$ cat src/jsr_pkg.sv
`timescale 1ns / 1ps
package jsr_pkg;

  localparam int MAX_SIDE_DEF   = 64;
  localparam int VALUE_BITS_DEF = 16;

  typedef logic [1:0] op_t;
  localparam op_t OP_WRITE = 2'd0;
  localparam op_t OP_RUN   = 2'd1;
  localparam op_t OP_READ  = 2'd2;

  typedef logic [1:0] cfg_idx_t;
  localparam cfg_idx_t CFG_GRID_SIZE  = 2'd0;
  localparam cfg_idx_t CFG_THRESHOLD  = 2'd1;
  localparam cfg_idx_t CFG_MAX_SWEEPS = 2'd2;

  typedef logic [2:0] tap_t;
  localparam tap_t TAP_CENTER = 3'd0;
  localparam tap_t TAP_UP     = 3'd1;
  localparam tap_t TAP_DOWN   = 3'd2;
  localparam tap_t TAP_LEFT   = 3'd3;
  localparam tap_t TAP_RIGHT  = 3'd4;

  typedef struct packed {
    op_t         operation;
    logic [5:0]  row;
    logic [5:0]  col;
    logic [15:0] value;
  } item_t;

  typedef struct packed {
    logic        is_read;
    logic [15:0] cell_value;
    logic [15:0] sweep_count;
    logic        cap_hit;
  } result_t;

  typedef struct packed {
    logic        clr;
    logic        host_wr;
    logic        host_rd;
    logic        sweep_start;
    logic        issue;
    tap_t        tap;
    logic        acc;
    logic        mul;
    logic        fix;
    logic        cell_wr;
    logic        flip;
    logic        out_rd;
    logic        out_run;
    logic [15:0] count;
    logic        cap_hit;
  } cmd_t;

  typedef struct packed {
    logic        clr_last;
    logic        last_cell;
    logic        changed;
    logic        same;
    logic [15:0] max_sweeps;
  } status_t;

endpackage

$ cat src/jsr_ctrl.sv
`timescale 1ns / 1ps
module jsr_ctrl (
  input  logic             clk,
  input  logic             rst,
  input  logic             item_valid,
  output logic             item_stall,
  input  jsr_pkg::op_t     operation,
  output logic             result_valid,
  input  logic             result_stall,
  output jsr_pkg::cmd_t    cmd,
  input  jsr_pkg::status_t status
);
  import jsr_pkg::*;

  typedef enum logic [9:0] {
    S_CLEAR = 10'b0000000001,
    S_IDLE  = 10'b0000000010,
    S_RDOUT = 10'b0000000100,
    S_TAP   = 10'b0000001000,
    S_ACC   = 10'b0000010000,
    S_MUL   = 10'b0000100000,
    S_FIX   = 10'b0001000000,
    S_WR    = 10'b0010000000,
    S_SEND  = 10'b0100000000,
    S_DONE  = 10'b1000000000
  } state_t;

  state_t      state, state_next;
  tap_t        tap, tap_next;
  logic [15:0] count, count_next;
  logic [15:0] cap, cap_next;
  logic        hit, hit_next;
  logic        accept, out_free;
  logic [15:0] cnt1;

  assign item_stall = (state != S_IDLE) || (result_valid && result_stall);
  assign accept     = item_valid && !item_stall;
  assign out_free   = !result_valid || !result_stall;
  assign cnt1       = count + 16'd1;

  always_comb begin
    state_next = state;
    tap_next   = tap;
    count_next = count;
    cap_next   = cap;
    hit_next   = hit;
    cmd        = '0;
    cmd.tap    = tap;
    cmd.count  = count;
    cmd.cap_hit = hit;
    case (state)
      S_CLEAR: begin
        cmd.clr = 1'b1;
        if (status.clr_last) state_next = S_IDLE;
      end
      S_IDLE: begin
        if (accept) begin
          case (operation)
            OP_WRITE: cmd.host_wr = 1'b1;
            OP_READ: begin
              cmd.host_rd = 1'b1;
              state_next  = S_RDOUT;
            end
            OP_RUN: begin
              cmd.sweep_start = 1'b1;
              count_next = '0;
              cap_next   = (status.max_sweeps == 16'd0) ? 16'd1 : status.max_sweeps;
              tap_next   = TAP_CENTER;
              state_next = S_TAP;
            end
            default: ;
          endcase
        end
      end
      S_RDOUT: begin
        cmd.out_rd = 1'b1;
        state_next = S_IDLE;
      end
      S_TAP: begin
        cmd.issue = 1'b1;
        cmd.acc   = (tap != TAP_CENTER);
        tap_next  = tap + 3'd1;
        if (tap == TAP_RIGHT) state_next = S_ACC;
      end
      S_ACC: begin
        cmd.acc    = 1'b1;
        state_next = S_MUL;
      end
      S_MUL: begin
        cmd.mul    = 1'b1;
        state_next = S_FIX;
      end
      S_FIX: begin
        cmd.fix    = 1'b1;
        state_next = S_WR;
      end
      S_WR: begin
        cmd.cell_wr = 1'b1;
        tap_next    = TAP_CENTER;
        state_next  = status.last_cell ? S_SEND : S_TAP;
      end
      S_SEND: begin
        if (!status.changed || cnt1 >= cap) begin
          cmd.flip   = 1'b1;
          count_next = cnt1;
          hit_next   = status.changed;
          state_next = S_DONE;
        end else if (status.same) begin
          // grid is a fixed point: the remaining sweeps only alternate grids
          cmd.flip   = ~(cap[0] ^ cnt1[0]);
          count_next = cap;
          hit_next   = 1'b1;
          state_next = S_DONE;
        end else begin
          cmd.flip        = 1'b1;
          cmd.sweep_start = 1'b1;
          count_next      = cnt1;
          tap_next        = TAP_CENTER;
          state_next      = S_TAP;
        end
      end
      S_DONE: begin
        if (out_free) begin
          cmd.out_run = 1'b1;
          state_next  = S_IDLE;
        end
      end
      default: state_next = S_IDLE;
    endcase
  end

  always_ff @(posedge clk) begin
    if (rst) begin
      state        <= S_CLEAR;
      tap          <= TAP_CENTER;
      count        <= '0;
      cap          <= 16'd1;
      hit          <= 1'b0;
      result_valid <= 1'b0;
    end else begin
      state <= state_next;
      tap   <= tap_next;
      count <= count_next;
      cap   <= cap_next;
      hit   <= hit_next;
      if (cmd.out_rd || cmd.out_run) result_valid <= 1'b1;
      else if (!result_stall)        result_valid <= 1'b0;
    end
  end

endmodule

$ cat config.mk
export PLATFORM = sky130hd
export DESIGN_NAME = jsr_ctrl
export DESIGN_NICKNAME = d
export VERILOG_FILES = /design/src/jsr_pkg.sv /design/src/jsr_ctrl.sv
export SDC_FILE = /design/constraint.sdc
export NUM_CORES = 1
export LEC_CHECK = 0
export BUFFER_PORTS_ARGS = -buffer_cell sky130_fd_sc_hd__buf_2
export CAP_MARGIN = 5
export CORE_MARGIN = 1
export CORE_UTILIZATION = 55
export DETAILED_ROUTE_END_ITERATION = 8
export GPL_TIMING_DRIVEN = 0
export PLACE_DENSITY = 0.82
export SYNTH_ARGS = -nofsm -noshare
export SYNTH_HDL_FRONTEND = slang
export SYNTH_SLANG_ARGS = --single-unit
$ cat constraint.sdc
create_clock -name clk -period 4.45 [get_ports clk]
set_input_delay 0.89 -clock clk [delete_from_list [all_inputs] [get_ports clk]]
set_output_delay 0.89 -clock clk [all_outputs]
set_load 0.005 [all_outputs]
==> flow_metrics.env, run 1 <==
export IMPL_maxSlewViolCount=0
export IMPL_die_y_um=76
export IMPL_syn_area_um2=3010
export IMPL_grt_max_degree=14
export IMPL_status="completed"
export IMPL_multi_input_area_um2=1960
export IMPL_post_place_ws_ns=-0.213
export IMPL_hpwl_mm=6.03
export IMPL_initial_core_util_pct=57.9
export IMPL_routabilityCongestion=0.866
export IMPL_critical_path_arrival_ns=3.36
export IMPL_die_area_um2=5780
export IMPL_synth_edff_count=0
export IMPL_rsz0062_at_grt="false"
export IMPL_syn_num_nets=425
export IMPL_cts_tree="built"
export IMPL_seq_area_um2=953
export IMPL_fin_skew_ns=0.0141
export IMPL_grt_pass1_wl_mm=13.1
export IMPL_cts_sinks=47
export IMPL_io_pins=60
export IMPL_drive_gt1_share_pct=25.6
export IMPL_ys_seq_elements=47
export IMPL_holdWs_ns=0.454
export IMPL_areaGrowthSynthToFinish_pct=20.9
export IMPL_cts_made_buffers=5
export IMPL_synth_top_cell_area_share_pct=31.2
export IMPL_wl_per_cell_um=15.6
export IMPL_ys_flop_type="dfxtp_1"
export IMPL_clock_latency_ns=0.32
export IMPL_yosysWarnings=0
export IMPL_drt_pre_antenna_iters=5
export IMPL_critical_path_class="register to output pin"
export IMPL_synthCells=380
export IMPL_max_slew_margin_pct=57.4
export IMPL_hold_viol=0
export IMPL_vias_per_cell=5.86
export IMPL_p_total_mw=0.809
export IMPL_ys_types=57
export IMPL_ys_seq_area_share_pct=31.2
export IMPL_io_buffers=59
export IMPL_ir_worst_vdd_mv=0.139
export IMPL_critPathMaxFanout=10
export IMPL_startpoint_type="register"
export IMPL_cp_end_kind="output pin"
export IMPL_coreArea_um2=5200
export IMPL_synth_most_common_cell="nand2_1"
export IMPL_die_w_um=76
export IMPL_setup_viol=0
export IMPL_n_antenna_cell=0
export IMPL_hp_class="register to register"
export IMPL_min_period_ns=4.25
export IMPL_yosys_top_cells_area="dfxtp_1 (31%), ha_1 (7.9%), nand2_1 (7.4%)"
export IMPL_fillers=434
export IMPL_fmax_ghz=0.236
export IMPL_num_vias=3049
export IMPL_drv_cap=0
export IMPL_finalCritPeriodShare_pct=95.4
export IMPL_cts_root_buf="clkbuf_8"
export IMPL_power_density_nw_per_um2=222
export IMPL_ys_top_cells_by_count="nand2_1 (59), dfxtp_1 (47), inv_1 (31)"
export IMPL_initialDrtViolationCount=272
export IMPL_ant_nets=0
export IMPL_cts_clk_slew_worst_paths_ns=0.09
export IMPL_grt_usage_pct=28.3
export IMPL_drc=0
export IMPL_avgSynthCellArea_um2=7.93
export IMPL_grt_pass1_vias=2811
export IMPL_layout_nets=494
export IMPL_antenna_found_initial=0
export IMPL_ctsLongestPathBuffers=2
export IMPL_finalWirelength_mm=8.14
export IMPL_hold_buffers=0
export IMPL_layout_setup_ws_ns=0.204
export IMPL_setup_tns_final_ns=0
export IMPL_grt_overflow=0
export IMPL_yosysTopAreaCell="dfxtp_1"
export IMPL_async_flop_share_pct=0
export IMPL_htree_levels=2
export IMPL_worstMarginPinSlew_ns=0.634
export IMPL_power_static_leakage_nw=1.52
export IMPL_cp_required_ns=3.56
export IMPL_std_cell_rows=26
export IMPL_finalInstanceArea_um2=3640
export IMPL_postPlaceCellArea_um2=3390
## cell type report
type | instances | area share [%]
multi-input cells | 284 | 53.8
flip-flops and latches | 47 | 26.2
repair buffers | 63 | 8.93
inverters | 31 | 3.20
clock buffers | 8 | 2.75
plain buffers | 17 | 2.75
well taps | 70 | 2.41
## layout by cell type, fill, tap and decap left out, types with 4 or more instances in the layout
cell type,netlist,layout
a21o_1,4,4
a21oi_1,28,28
a31oi_1,7,7
buf_2,8,67
buf_4,3,7
clkbuf_1,6,5
clkbuf_8,0,7
dfxtp_1,47,41
dfxtp_2,0,4
ha_1,19,18
inv_1,31,31
mux2i_1,5,5
nand2_1,59,58
nand2b_1,6,6
nand3_1,16,14
nand4_1,8,8
nor2_1,16,16
nor2b_1,6,6
nor3_1,7,7
nor4_1,12,9
nor4_4,2,5
nor4b_1,4,4
o22ai_1,6,6
o311ai_1,11,10
or3_1,6,6
xnor2_1,11,10
xor2_1,4,4
## state kept, by name, indices dropped and copies added, names as in the netlist
register	cells
tap	3
count	16
state	10
result_valid	1
hit	1
cap	16
## worst paths after layout
path,start,end,slack [ns],depth (start not counted)
setup / recovery,count[2]$_SDFFE_PP0P_,cmd[19],0.20,13
hold / removal,cap[11]$_SDFFE_PP0P_,cap[11]$_SDFFE_PP0P_,0.45,2
setup reg to reg,count[2]$_SDFFE_PP0P_,count[5]$_SDFFE_PP0P_,0.85,15
hold reg to reg,cap[11]$_SDFFE_PP0P_,cap[11]$_SDFFE_PP0P_,0.45,2
## logic make-up after synthesis
family | share of synthesized area [%]
buf+inv | 7.06
xor+xnor | 4.36
flops | 31.2
compound gates | 18.2
fa+ha+maj | 7.89
mux | 1.66
simple gates | 29.5
## power by group
group / leakage [nW] / switching (mW) / internal (mW) / total [mW]
registers: 0.383 / 0.00411 / 0.423 / 0.427
logic: 1.08 / 0.0523 / 0.0363 / 0.0886
clock network: 0.0515 / 0.151 / 0.142 / 0.294
total: 1.52 / 0.208 / 0.601 / 0.809
## metal layers
layer	up-vias	GRT usage, %	routed length [um]
li1	1501	-	-
met1	1394	37.9	3670
met2	134	44.6	3720
met3	20	4.79	580
met4	0	12.7	167
met5	-	0	0
## critical path: stages, from the launching register on
cell,delay (ns)
dfxtp_2,0.43
nand3_4,0.14
or2_2,0.32
clkbuf_1,0.17
o21a_1,0.22
or2_2,0.31
ha_1,0.29
nand2_1,0.11
nor4_4,0.27
o311ai_4,0.18
nand4_1,0.19
buf_6,0.16
o21a_1,0.13
buf_2,0.12
## timing repair
item                       CTS  global route
setup buffers                1             3
hold endpoints to repair     0             0
resized for setup            5            23
pin swaps                    1             7
setup endpoints to repair    2             2
## per-stage QoR
stage               std cells  util (%)
finish                    520      70.0
global route              520      70.0
CTS                       518      67.8
detailed placement        509      65.2
global placement          509      65.2
floorplan                 380         -
(Power assumes the default switching activity.)
==> run 2: changes to the inputs <==
--- a/config.mk
+++ b/config.mk
@@ -5,13 +5,13 @@
 export SDC_FILE = /design/constraint.sdc
 export NUM_CORES = 1
 export LEC_CHECK = 0
-export BUFFER_PORTS_ARGS = -buffer_cell sky130_fd_sc_hd__buf_2
 export CAP_MARGIN = 5
 export CORE_MARGIN = 1
 export CORE_UTILIZATION = 55
 export DETAILED_ROUTE_END_ITERATION = 8
+export DONT_BUFFER_PORTS = 1
 export GPL_TIMING_DRIVEN = 0
-export PLACE_DENSITY = 0.82
+export PLACE_DENSITY = 0.72
 export SYNTH_ARGS = -nofsm -noshare
 export SYNTH_HDL_FRONTEND = slang
 export SYNTH_SLANG_ARGS = --single-unit
==> run 2 against run 1 <==
Sequential share of layout area up 2.4 points; combinational power down 21%; flip-flop and latch count unchanged; register-to-register slack worse by 0.02 ns; sequential power about the same; non-clock buffer count down 58; first-iteration DRC count down 26%; worst setup slack worse by 0.071 ns; highest routed layer unchanged.
==> flow_metrics.env, run 2 (synthesis results as in run 1) <==
export IMPL_drive_gt1_share_pct=14.3
export IMPL_combPwrFrac_pct=8.4
export IMPL_std_cell_rows=26
export IMPL_p_total_mw=0.836
export IMPL_fmax_ghz=0.232
export IMPL_coreArea_um2=5200
export IMPL_critical_path_arrival_ns=3.43
export IMPL_finalCritPeriodShare_pct=97.0
export IMPL_ctsLongestPathBuffers=2
export IMPL_ir_worst_vdd_mv=0.162
export IMPL_min_period_ns=4.32
export IMPL_hpwl_mm=5.81
export IMPL_die_w_um=76
export IMPL_most_common_layout_cells="nand2_1 (59), dfxtp_1 (40), inv_1 (31)"
export IMPL_setup_tns_final_ns=0
export IMPL_p_clk_share_pct=40.3
export IMPL_initialDrtViolationCount=201
export IMPL_critPathMaxFanout=10
export IMPL_areaGrowthSynthToFinish_pct=10.3
export IMPL_cts_clk_slew_worst_paths_ns=0.09
export IMPL_ff2ff_path_depth=15
export IMPL_antenna_found_initial=0
export IMPL_maxSlewViolCount=0
export IMPL_io_pins=60
export IMPL_io_buffers=0
export IMPL_wl_per_cell_um=16.8
export IMPL_hold_depth=2
export IMPL_fin_skew_ns=0.0130
export IMPL_vias_per_cell=6.10
export IMPL_routabilityCongestion=0.882
export IMPL_postPlaceCellArea_um2=3100
export IMPL_power_static_leakage_nw=1.24
export IMPL_grt_usage_pct=27.8
export IMPL_switching_share_pct=24.4
export IMPL_layout_nets=436
export IMPL_grt_pass1_wl_mm=12.9
export IMPL_final_common_cell="nand2_1"
export IMPL_die_y_um=76
export IMPL_drc=0
export IMPL_initial_core_util_pct=57.9
export IMPL_p_sw_mw=0.204
export IMPL_finalNonFillerCells=462
export IMPL_drv_cap=0
export IMPL_die_area_um2=5780
export IMPL_holdWs_ns=0.455
export IMPL_max_slew_margin_pct=58.0
export IMPL_cts_made_buffers=5
export IMPL_setup_viol=0
export IMPL_cts_root_buf="clkbuf_8"
export IMPL_status="completed"
export IMPL_power_density_nw_per_um2=251
export IMPL_critical_path_class="register to output pin"
export IMPL_clock_latency_ns=0.32
export IMPL_hold_viol=0
export IMPL_grt_pass1_vias=2625
export IMPL_startpoint_type="register"
export IMPL_worstMarginPinSlew_ns=0.625
export IMPL_ant_nets=0
export IMPL_p_seq_share_pct=51.2
export IMPL_cp_required_ns=3.56
export IMPL_htree_levels=2
export IMPL_drt_pre_antenna_iters=5
export IMPL_cp_end_kind="output pin"
export IMPL_cts_sinks=47
export IMPL_grt_max_degree=15
export IMPL_finalWirelength_mm=7.77
export IMPL_num_vias=2819
export IMPL_grt_overflow=0
export IMPL_largestRegisters="cap x16, count x16, state x10"
export IMPL_n_antenna_cell=0
export IMPL_hp_class="register to register"
export IMPL_cts_tree="built"
export IMPL_intPower_mw=0.632
export IMPL_dp_cells=450
export IMPL_finalInstanceArea_um2=3320
-- run 2: cell count changes in the layout (fill, tap and decap cells not counted), moves of 2 or more --
cell,change
dfxtp_2,+3
dfxtp_4,-2
nand3_4,-2
nand3_2,+2
buf_2,-59
-- run 2: layer usage --
layer | vias up | wire, um | GRT usage (%)
li1 | 1392 | - | -
met1 | 1298 | 3720 | 40.2
met2 | 121 | 3310 | 41.5
met3 | 8 | 650 | 5.99
met4 | 0 | 86 | 8.08
met5 | - | 0 | 0
-- run 2: final cells by class --
type                            instances  area, um2
Multi-Input combinational cell        284       1920
Fill cell                             475       1880
Sequential cell                        47        950
Inverter                               31        116
Buffer                                 18        101
Tap cell                               70       87.6
Clock buffer                            6       82.6
Clock inverter                          2       35.0
Timing Repair Buffer                    4       30.0
-- run 2: final timing paths --
kind                    startpoint               endpoint  slack [ns]
max          count[0]$_SDFFE_PP0P_                cmd[19]        0.13
min           cap[15]$_SDFFE_PP0P_   cap[15]$_SDFFE_PP0P_        0.45
max reg2reg  count[0]$_SDFFE_PP0P_  count[6]$_SDFFE_PP0P_        0.83
min reg2reg   cap[15]$_SDFFE_PP0P_   cap[15]$_SDFFE_PP0P_        0.45
-- run 2: power by group through the flow --
stage	combinational [mW]	sequential [mW]	clock [mW]
final	0.0703	0.428	0.337
after detailed placement	0.0660	0.438	0
after global routing	0.0770	0.429	0.350
after global placement	0.0647	0.438	0
after floorplan	0.0516	0.437	0
after CTS	0.0672	0.428	0.336
-- run 2: critical path, cell delays in order (launching register included) --
cell and delay (ns):
dfxtp_2 0.42, ha_1 0.23, nand3_2 0.17, nor4_4 0.37, buf_4 0.17, nand3_1 0.08, xnor2_1 0.17, ha_1 0.29
nand2_1 0.09, nor4_4 0.37, o311ai_2 0.21, nand4_1 0.16, buf_4 0.20, o21a_1 0.17
-- run 2: timing repair --
item / 4_1_cts / 5_1_grt
gates resized for setup: 7 / 16
hold buffers: 0 / 0
pin swaps: 1 / 3
setup buffers: 1 / 3
setup endpoints to repair: 2 / 2
-- run 2: per-stage QoR --
stage / setup slack (ns) / utilization (%)
floorplan: 0.596 / -
global placement: -0.258 / 59.5
detailed placement: -0.326 / 59.5
CTS: 0.00218 / 62.6
global route: -0.0266 / 63.8
finish: 0.133 / 63.8
